===== config.mk =====
export PLATFORM = sky130hd
export DESIGN_NAME = rsch_front
export DESIGN_NICKNAME = d
export VERILOG_FILES = /design/src/rtl/core/rsch_pkg.sv /design/src/rtl/core/rsch_front.sv
export SDC_FILE = /design/constraint.sdc
export NUM_CORES = 1
export LEC_CHECK = 0
export BUFFER_PORTS_ARGS = -buffer_cell sky130_fd_sc_hd__buf_4
export CAP_MARGIN = 20
export CORE_AREA = 10 10 206 208
export DETAILED_ROUTE_END_ITERATION = 10
export DIE_AREA = 0 0 216 218
export GPL_TIMING_DRIVEN = 0
export MAX_ROUTING_LAYER = met4
export PLACE_DENSITY = 0.75
export SLEW_MARGIN = 20
export SYNTH_ARGS = -nofsm -noshare
export SYNTH_HDL_FRONTEND = slang
export SYNTH_SLANG_ARGS = --single-unit

===== constraint.sdc =====
create_clock -name aclk -period 14.2 [get_ports aclk]
set_clock_uncertainty 0.2 [all_clocks]
set_input_delay 2.84 -clock aclk [delete_from_list [all_inputs] [get_ports aclk]]
set_output_delay 2.84 -clock aclk [all_outputs]
set_load 0.02 [all_outputs]

===== src/rtl/core/rsch_pkg.sv =====
package rsch_pkg;

    localparam int MAX_BODIES_DEF = 1024;
    localparam int FRAC_BITS_DEF  = 16;
    localparam int QDEPTH         = 2;
    localparam int QAW            = (QDEPTH > 1) ? $clog2(QDEPTH) : 1;
    localparam int QLW            = $clog2(QDEPTH + 1);

    typedef enum logic [1:0] {
        KIND_RAY,
        KIND_BODY,
        KIND_SKIP
    } kind_t;

    typedef struct packed {
        kind_t              kind;
        logic               last;
        logic signed [31:0] ax;
        logic signed [31:0] ay;
        logic signed [31:0] az;
        logic signed [31:0] bx;
        logic signed [31:0] by;
        logic signed [31:0] bz;
        logic [30:0]        span;
        logic [10:0]        id;
    } item_t;

    typedef struct packed {
        logic           valid;
        logic [QLW-1:0] level;
    } q_stat_t;

    typedef enum logic [3:0] {
        ST_IDLE,
        ST_NSQ,
        ST_NSQRT,
        ST_NDIV_SET,
        ST_NDIV,
        ST_DOT,
        ST_PROJ,
        ST_PT,
        ST_OFF,
        ST_FIN,
        ST_OUT
    } state_t;

endpackage


===== src/rtl/core/rsch_front.sv =====
module rsch_front #(
    parameter int MAX_BODIES = rsch_pkg::MAX_BODIES_DEF
) (
    input  logic              aclk,
    input  logic              aresetn,
    input  logic              s_tvalid,
    output logic              s_tready,
    input  logic [1:0]        s_tuser,
    input  logic              s_tlast,
    input  logic [239:0]      s_tdata,
    input  logic              pop,
    output rsch_pkg::item_t   head,
    output rsch_pkg::q_stat_t stat
);

    localparam int CW = $clog2(MAX_BODIES + 1);

    rsch_pkg::item_t q_reg [rsch_pkg::QDEPTH];
    logic [rsch_pkg::QAW-1:0] wr_ptr_reg;
    logic [rsch_pkg::QAW-1:0] rd_ptr_reg;
    logic [rsch_pkg::QLW-1:0] level_reg;
    logic [CW-1:0]            cnt_reg;
    logic [CW-1:0]            cnt_next;
    rsch_pkg::item_t          item;
    logic                     push;

    assign s_tready = level_reg < rsch_pkg::QLW'(rsch_pkg::QDEPTH);
    assign push     = s_tvalid && s_tready;

    // classify the request and track bodies since the last ray
    always_comb begin
        cnt_next   = cnt_reg;
        item.last  = s_tlast;
        item.ax    = s_tdata[31:0];
        item.ay    = s_tdata[63:32];
        item.az    = s_tdata[95:64];
        item.bx    = s_tdata[127:96];
        item.by    = s_tdata[159:128];
        item.bz    = s_tdata[191:160];
        item.span  = s_tdata[222:192];
        item.id    = s_tdata[233:223];
        item.kind  = rsch_pkg::KIND_SKIP;
        if (!s_tuser[0]) begin
            item.kind = rsch_pkg::KIND_RAY;
            cnt_next  = '0;
        end else if (cnt_reg < CW'(MAX_BODIES)) begin
            cnt_next = cnt_reg + CW'(1);
            if (s_tuser[1]) begin
                item.kind = rsch_pkg::KIND_BODY;
            end
        end
    end

    always_ff @(posedge aclk) begin
        if (!aresetn) begin
            wr_ptr_reg <= '0;
            rd_ptr_reg <= '0;
            level_reg  <= '0;
            cnt_reg    <= '0;
        end else begin
            if (push) begin
                q_reg[wr_ptr_reg] <= item;
                wr_ptr_reg        <= wr_ptr_reg + rsch_pkg::QAW'(1);
                cnt_reg           <= cnt_next;
            end
            if (pop) begin
                rd_ptr_reg <= rd_ptr_reg + rsch_pkg::QAW'(1);
            end
            if (push && !pop) begin
                level_reg <= level_reg + rsch_pkg::QLW'(1);
            end else if (!push && pop) begin
                level_reg <= level_reg - rsch_pkg::QLW'(1);
            end
        end
    end

    assign head       = q_reg[rd_ptr_reg];
    assign stat.valid = level_reg != '0;
    assign stat.level = level_reg;

endmodule


==> summary.md, run 1 <==
| Metric | Value |
|---|---|
| Proportion of layout cells with a drive suffix above 1 | 59.1% |
| Max Slew Vio Count | 0 |
| Site Rows | 72 |
| Cell area after layout | 0.0239 mm2 |
| Number of max-cap violations | 0 |
| Initial core utilization | 46.5% |
| Top post-synthesis cells by area | edfxtp_1 (80%), mux2_2 (15%), dfxtp_1 (1.8%) |
| Residual DRC | 0 |
| Synth Area in Simple Gates | 1.39% |
| Final Hold Fails | 0 |
| Die Area | 0.0471 mm2 |
| Drt via density | 5.03 |
| Setup_tns | 0 ps |
| Setup Viol. Count Final | 0 |
| Num CTS Buffers | 49 |
| Synth top cells by count | edfxtp_1 (474), mux2_2 (237), buf_2 (25) |
| Reg2reg path depth | 6 |
| RSZ-0062 raised after global routing | false |
| Largest net degree at the start of global routing | 53 |
| GP Congestion | 0.790 |
| Largest family of logic cells by synthesized area | multiplexers |
| Syn Inst Count | 823 |
| Number of global-route vias before repair | 10500 |
| Final non-filler cell total | 1925 |
| Prevailing post-synth register cell | edfxtp_1 |
| Clk slew on worst S/H paths | 60 ps |
| Synth Cell Area | 0.0178 mm2 |
| Mux contribution to synthesized area | 15.0% |
| Fin crit period | 5800 ps |
| Lkg Pwr | 8.83 nW |
| Syn Nets | 1072 |
| I/O pin count | 488 |
| Fmax | 0.172 GHz |
| Power, Total | 3.47 mW |
| Hpwl dp | 32800 um |
| Critical Path RT | 11160 ps |
| Routed WL per cell | 23.3 um |
| Count leader, synth | edfxtp_1 |
| Gr ovfl total | 0 |
| First-pass GRT wire length | 65200 um |
| Critical Path End | head[188] |
| Starting DRT DRC Count | 630 |
| Placed instance area | 0.0224 mm2 |
| Core Footprint | 0.0383 mm2 |
| GRT Util Overall | 18.9% |
| Yosys warnings | 0 |
| Initial antenna violation count | 4 |
| Die H | 218 um |
| XOR/XNOR Fraction of Synth Area | 0.443% |
| Status | finished, final reports clean |
| Synth Area in Compound Gates | 0.436% |
| Root Buffer | clkbuf_16 |
| CP arrival | 2760 ps |
| Pwr per Cell Area | 145 mW/mm2 |
| Synthesis-to-finish area growth | 34.5% |
| Critical Path Sink Type | output pin |
| Max reg flops | 474 |
| Hold_ws | 289 ps |
| DRT Pass-1 Iters | 4 |
| Postcts setup bufs | 0 |
| Nets@finish | 1619 |
| Sequential fraction of the synthesis area | 81.7% |
| Worst-Skew Late Latency | 560 ps |
| Die Wd | 216 um |
| Reg-to-Reg End | q_reg[1][11] |
| Slew at the pin with the worst max-slew slack | 1120 ps |
| Maximum buffer depth of the clock tree | 3 |
| Post-route clock period utilization | 40.9% |
| Synth area leader | edfxtp_1 |
| Async set-reset flop share out of synthesis | 0% |
| Slew HR | 25.2% |
| Placed insts | 1837 |
| Worst vdd ir | 0.000120 V |
| Yosys cell types | 31 |
| CP max FO | 10 |
| Hold_sp | cnt_reg[1] |
| IO Port Bufs | 480 |
| #FFs+latches synth | 490 |
| Detail Route Antenna Nets | 0 |
| CTS tree | yes |
| Worst reg2reg path startpoint | level_reg[1] |
| Total Wirelength | 44900 um |
| Top cell type's share of synthesized area | 79.9% |
| CTS Hold Buffers Added | 0 |
| Total number of vias | 9675 |
| Hold WC Path Type | reg2reg |
| Synthesized area per cell | 21.6 um2 |
| TritonCTS Sinks | 490 |
| Reg2reg setup slack | 11370 ps |
| Post-CTS Resized | 0 |
| Post-Synth Adder-Cell Area | 0.141% |
| Number of flops mapped to enable cells by yosys | 474 |
| H-tree depth | 2 |
| Startpoint types | flop |
| Critical path class | reg2out |
[metrics by stage]
stage / setup slack [ps] / util, %
floorplan: 4070 / -
global placement: 390 / 57.6
detailed placement: 8840 / 58.6
CTS: 8350 / 62.5
global route: 8310 / 62.5
finish: 8400 / 62.5
[routing by layer]
layer	GRT usage, %	share of wire [%]	up-vias
met5	-	0	-
met4	8.13	3.8	0
met2	32.0	53	354
met1	20.3	36	4866
li1	-	-	4353
met3	5.83	7.4	102
[worst max-delay path: stages, from the launching register on]
cell and delay (ps):
dfxtp_1 340, clkbuf_1 830, buf_2 440, mux2_2 420, buf_4 170
[worst min path at each step]
stage               cells after the start    endpoint  slack, ps
finish                                  2  cnt_reg[1]        290
global route                            2  cnt_reg[1]        320
floorplan                               2  cnt_reg[9]        250
global placement                        2  cnt_reg[9]        260
detailed placement                      2  cnt_reg[1]        280
CTS                                     2  cnt_reg[1]        290
[final cells by class]
type                    instances  area (um2)
fillers                      2717       14300
inverters                       4        15.0
diodes                          4        10.0
multi-input cells             301        3110
well taps                     518         648
clock inverters                24         214
plain buffers                  28         138
repair buffers                496        3980
flip-flops and latches        490       14600
clock buffers                  60        1270
[report_power, final]
part / internal (mW) / leakage (nW) / switching (mW) / total, mW
Sequential: 1.69 / 4.47 / 0.0224 / 1.72
Combinational: 0.246 / 3.64 / 0.295 / 0.541
Clock: 0.702 / 0.725 / 0.507 / 1.21
[layout by cell type (no fill, tap or decap), types with 2 or more instances in the layout]
master,count
o21ai_0,3
xor2_1,8
nand4_1,4
and3_1,2
buf_16,8
buf_4,480
dfxtp_1,16
nand3_1,3
diode_2,4
buf_2,25
nor2_1,5
nand2_1,6
or3_1,3
a21boi_0,4
mux2_2,237
and2_1,6
clkbuf_1,13
buf_12,8
clkinv_1,10
inv_1,4
clkbuf_16,49
a21oi_1,4
edfxtp_1,474
and3_4,2
bufinv_16,4
clkinv_2,8
ha_1,2
[cells by family after synthesis]
kind of cell / count (synthesis)
DFF: 490
AOI/OAI and AO/OA: 13
adders and majority gates: 2
xor gates and xnor gates: 9
muxes: 237
and+or+nand+nor: 40
buffers and inverters: 32
(Power assumes the default switching activity.)
==> run 2, diff against run 1 <==
ABC_AREA = 1   (was not set)
CORE_AREA = 10 10 208 210   (was 10 10 206 208)
DIE_AREA = 0 0 218 220   (was 0 0 216 218)
clock period = 4.7 ns   (was 14.2 ns; I/O delays follow)
==> summary.md, run 2 <==
| Metric | Value |
|---|---|
| Slew at the pin with the worst max-slew slack | 465 ps |
| Syn Nets | 1111 |
| M2 GR Usage | 31.4% |
| Synth top cells by count | edfxtp_1 (474), mux2_2 (237), nand2_1 (29) |
| Routed WL per cell | 22.2 um |
| Die Area | 0.0480 mm2 |
| Syn Inst Count | 862 |
| #FFs+latches synth | 490 |
| RSZ-0062 raised after global routing | false |
| Async set-reset flop share out of synthesis | 0% |
| Status | finished, final reports clean |
| Slowest-stage cell, CP | dfxtp_1 |
| Initial core utilization | 46.1% |
| H-tree depth | 2 |
| Lkg Pwr | 9.07 nW |
| Crit-path cells | buf_6 > clkbuf_8 > mux2_2 > buf_4 |
| Reg-to-Reg End | q_reg[1][95] |
| Top cell type's share of synthesized area | 78.7% |
| GRT Util Overall | 18.2% |
| Starting DRT DRC Count | 560 |
| DRT Pass-1 Iters | 4 |
| Place WS | 1400 ps |
| Critical Path RT | 3560 ps |
| Finished Core Util | 62.2% |
| Worst hold stages | 2 |
| CTS Hold Buffers Added | 0 |
| Proportion of layout cells with a drive suffix above 1 | 58.1% |
| Setup slack after layout | 1570 ps |
| Sequential fraction of the synthesis area | 80.4% |
| Gr ovfl total | 0 |
| Worst vdd ir | 0.000359 V |
| Critical Path Sink Type | output pin |
| Final Hold Fails | 0 |
| Detail Route Antenna Nets | 0 |
| Die H | 220 um |
| Total Wirelength | 44100 um |
| Fin crit period | 3130 ps |
| Hold Path End | wr_ptr_reg |
| IO Port Bufs | 481 |
| Largest net degree at the start of global routing | 27 |
| Die Wd | 218 um |
| Setup Viol. Count Final | 0 |
| Maximum buffer depth of the clock tree | 3 |
| Number of max-cap violations | 0 |
| First-pass GRT wire length | 63900 um |
| Pwr per Cell Area | 414 mW/mm2 |
| Number of flops mapped to enable cells by yosys | 474 |
| Hpwl dp | 32800 um |
| Clk slew on worst S/H paths | 60 ps |
| Startpoint types | flop |
| Hold_sp | wr_ptr_reg |
| Critical path class | reg2out |
| Power, Total | 10.1 mW |
| Top post-synthesis cells by area | edfxtp_1 (79%), mux2_2 (15%), dfxtp_1 (1.8%) |
| Synth area leader | edfxtp_1 |
| Reg2reg setup slack | 2130 ps |
| Yosys warnings | 0 |
| Post-CTS Resized | 0 |
| Worst reg2reg path startpoint | level_reg[1] |
| CP max stage delay | 390 ps |
| CTS tree | yes |
| Post-route clock period utilization | 66.7% |
| Fmax | 0.319 GHz |
| Critical path's top delay family | buffers and inverters |
| Total number of vias | 9830 |
| Slew HR | 68.9% |
| Synthesized area per cell | 21.0 um2 |
| Yosys cell types | 23 |
| CP arrival | 1990 ps |
| Max reg flops | 474 |
| Prevailing post-synth register cell | edfxtp_1 |
| I/O pin count | 488 |
| Synth Cell Area | 0.0181 mm2 |
| GP Congestion | 0.791 |
| Met3 Use GR | 5.61% |
| Count leader, synth | edfxtp_1 |
| Residual DRC | 0 |
| Drt via density | 4.94 |
| GRT met1 Usage | 19.2% |
| Core Footprint | 0.0393 mm2 |
| Site Rows | 73 |
| Postcts setup bufs | 0 |
| Num CTS Buffers | 49 |
| FILL cells | 2815 |
| CP max FO | 10 |
| Gr busiest metal | met2 |
| TritonCTS Sinks | 490 |
| Synthesis-to-finish area growth | 34.9% |
| Commonest non-fill, non-tap cell in the layout | buf_4 |
| Reg2reg path depth | 9 |
| Root Buffer | clkbuf_16 |
| Number of global-route vias before repair | 10500 |
| Most frequent cells in the layout | buf_4 (481), edfxtp_1 (474), mux2_2 (237) |
| Nets@finish | 1674 |
| Max Slew Vio Count | 0 |
| Worst-Skew Late Latency | 570 ps |
| Initial antenna violation count | 2 |
| CP bufs+invs | 3 |
| Hold WC Path Type | reg2reg |
-- run 2: changes by cell type after synthesis, moves of 8 or more --
cell / previous run / this run
nand2_1: 6 / 29
inv_1: 4 / 24
xor2_1: 8 / 0
clkbuf_8: 0 / 20
buf_2: 25 / 0
nor2_1: 6 / 18
-- run 2: worst max-delay path by stage --
| stage | startpoint | end | depth (start not counted) |
|---|---|---|---|
| after floorplan | aresetn | q_reg[1][0] | 2 |
| after global placement | aresetn | q_reg[1][109] | 3 |
| after detailed placement | aresetn | q_reg[1][167] | 9 |
| after CTS | flop | head[19] | 4 |
| after global routing | flop | head[19] | 4 |
| final | flop | head[19] | 4 |
-- run 2: stage by stage --
| step | std cells | instance area [um2] | hold slack (ps) | setup TNS, ps |
|---|---|---|---|---|
| after global routing | 1991 | 24400 | 313 | 0 |
| final | 1991 | 24400 | 280 | 0 |
| after detailed placement | 1899 | 22900 | 268 | 0 |
| after floorplan | 862 | 18100 | 244 | -764990 |
| after CTS | 1989 | 24400 | 278 | 0 |
| after global placement | 1868 | 22400 | 251 | -2073780 |
-- run 2: kinds of logic after synthesis --
| family | synth area share, % |
|---|---|
| compound gates | 0.477 |
| xor+xnor | 0.0484 |
| fa+ha+maj | 0.138 |
| buf+inv | 2.41 |
| flops | 80.4 |
| mux | 14.8 |
| simple gates | 1.72 |
-- run 2: layer usage --
metal / share of wire (%) / routed length, um / vias up
li1: - / - / 4497
met1: 36 / 15900 / 4915
met2: 53 / 23500 / 330
met3: 7.5 / 3320 / 88
met4: 3.3 / 1470 / 0
met5: 0 / 0 / -
-- run 2: where the power goes --
group	internal (mW)	switching (mW)	total, mW
clock network	2.03	1.54	3.57
logic	0.697	0.768	1.46
registers	5.02	0.0442	5.07
-- run 2: tightest hold or removal path, cell delays in order (launching register included) --
cell,delay (ps)
dfxtp_1,310
nand2_1,60
a21oi_1,60
-- run 2: area by class of cell --
class                           count  area [um2]  share of cell area (%)
Timing Repair Buffer              512        4150                    17.0
Antenna cell                        2        5.00                  0.0205
Clock inverter                     26         148                   0.605
Sequential cell                   490       14600                    59.6
Inverter                           25        96.3                   0.395
Multi-Input combinational cell    321        3140                    12.8
Buffer                             26         343                    1.40
Tap cell                          525         657                    2.69
Clock buffer                       64        1330                    5.43
==> run 3, diff against run 2 <==
CORE_AREA = 10 10 198 200   (was 10 10 208 210)
DIE_AREA = 0 0 208 210   (was 0 0 218 220)
PLACE_DENSITY = 0.78   (was 0.75)
clock period = 3.2 ns   (was 4.7 ns; I/O delays follow)
==> summary.md, run 3 (synthesized netlist as in run 2, its figures left out) <==
| Metric | Value |
|---|---|
| Status | finished, final reports clean |
| IO Port Bufs | 481 |
| Gr ovfl total | 0 |
| Postcts setup bufs | 0 |
| Hold_ws | 47.8 ps |
| Switching Share | 23.3% |
| Worst vdd ir | 0.000485 V |
| RSZ-0062 raised after global routing | false |
| Root Buffer | clkbuf_16 |
| Reg-to-Reg End | q_reg[0][129] |
| Cell-internal power | 11.3 mW |
| Finished Core Util | 69.0% |
| First-pass GRT wire length | 66200 um |
| Most frequent cells in the layout | buf_4 (481), edfxtp_1 (474), mux2_2 (237) |
| GP Congestion | 0.789 |
| Initial antenna violation count | 2 |
| H-tree depth | 2 |
| Post-CTS Resized | 0 |
| Number of global-route vias before repair | 11000 |
| Die H | 210 um |
| Power, Total | 14.7 mW |
| DRT Pass-1 Iters | 6 |
| Number of max-cap violations | 0 |
| Worst hold stages | 1 |
| Switching pwr | 3.44 mW |
| Final Hold Fails | 0 |
| TritonCTS Sinks | 490 |
| Lkg Pwr | 9.05 nW |
| Fin crit period | 2830 ps |
| Maximum buffer depth of the clock tree | 3 |
| GRT Util Overall | 20.7% |
| Total Wirelength | 45300 um |
| Critical Path RT | 2360 ps |
| CTS tree | yes |
| Clk slew on worst S/H paths | 60 ps |
| Reg2reg setup slack | 700 ps |
| Core Footprint | 0.0352 mm2 |
| Worst-Skew Late Latency | 570 ps |
| Initial core utilization | 51.4% |
| Max Slew Vio Count | 0 |
| Max reg flops | 474 |
| Clock network fraction of total power | 34.8% |
| CP max FO | 10 |
| Residual DRC | 0 |
| Die Area | 0.0437 mm2 |
| I/O pin count | 488 |
| Hold WC Path Type | in2reg |
| Num CTS Buffers | 49 |
| Site Rows | 69 |
| Proportion of layout cells with a drive suffix above 1 | 58.2% |
| Hold_sp | s_tdata[136] |
| Slew at the pin with the worst max-slew slack | 487 ps |
| Total number of vias | 9925 |
| Routed WL per cell | 23.6 um |
| Pwr per Cell Area | 606 mW/mm2 |
| Critical path class | reg2out |
| Hold Path End | q_reg[1][82] |
| Starting DRT DRC Count | 513 |
| Drt via density | 5.17 |
| Setup Viol. Count Final | 0 |
| CTS Hold Buffers Added | 0 |
| Die Wd | 208 um |
| Register share of total power | 50.5% |
| Nets@finish | 1673 |
| Largest net degree at the start of global routing | 27 |
| Critical Path Sink Type | output pin |
| Detail Route Antenna Nets | 0 |
| Startpoint types | flop |
| Synthesis-to-finish area growth | 34.3% |
| Fmax | 0.353 GHz |
| Comb power frac | 14.7% |
| CP arrival | 1990 ps |
| Commonest non-fill, non-tap cell in the layout | buf_4 |
| Reg2reg path depth | 9 |
| Worst reg2reg path startpoint | level_reg[1] |
| Slew HR | 67.5% |
| Post-route clock period utilization | 88.5% |
| Hpwl dp | 33800 um |
## run 3: cell count changes in the layout (fill, tap and decap cells not counted), sizes merged
cell,change
bufinv,-1
inv,-1
clkinv,-1
clkbuf,-2
buf,-1
## run 3: worst max path at each step
stage / cells after the start / start / end / slack (ps)
after CTS: 4 / flop / head[142] / 280
after global placement: 3 / aresetn / q_reg[1][122] / -7110
final: 4 / flop / head[142] / 370
after global routing: 4 / flop / head[142] / 270
after detailed placement: 9 / s_tvalid / q_reg[0][129] / 420
after floorplan: 2 / aresetn / q_reg[1][0] / -3880
## run 3: area by class of cell
| cell class | count | area, um2 |
|---|---|---|
| Clock inverter | 23 | 110 |
| Timing Repair Buffer | 511 | 4160 |
| Buffer | 26 | 343 |
| Fill cell | 2258 | 10900 |
| Antenna cell | 2 | 5.00 |
| Clock buffer | 62 | 1320 |
| Tap cell | 461 | 577 |
| Multi-Input combinational cell | 321 | 3140 |
| Sequential cell | 490 | 14600 |
| Inverter | 25 | 96.3 |
## run 3: power by group through the flow
stage               registers [mW]  logic (mW)  clock network (mW)
floorplan                     7.60        1.10                   0
global placement              7.63        2.04                   0
detailed placement            7.58        2.18                   0
CTS                           7.45        2.20                5.25
global route                  7.47        2.29                5.49
finish                        7.45        2.16                5.12
## run 3: layer usage
metal	wire, um	up-vias	track usage, %
li1	-	4480	-
met1	15800	4965	20.8
met2	24000	393	36.1
met3	3930	87	7.16
met4	1630	0	8.67
met5	0	-	-
## run 3: metrics by stage
stage	setup TNS (ps)	worst slack, ps	cells	area [um2]
3_5_place_dp	0	425	1834	22900
5_1_grt	0	274	1921	24300
6_report	0	367	1921	24300
3_3_place_gp	-2585030	-7110	1804	22300
4_1_cts	0	280	1919	24300
2_1_floorplan	-1333790	-3880	862	18100
## run 3: worst max-delay path, cell delays in order (launching register included)
cell	delay (ps)
dfxtp_1	390
buf_6	240
clkbuf_8	250
mux2_2	370
buf_4	160
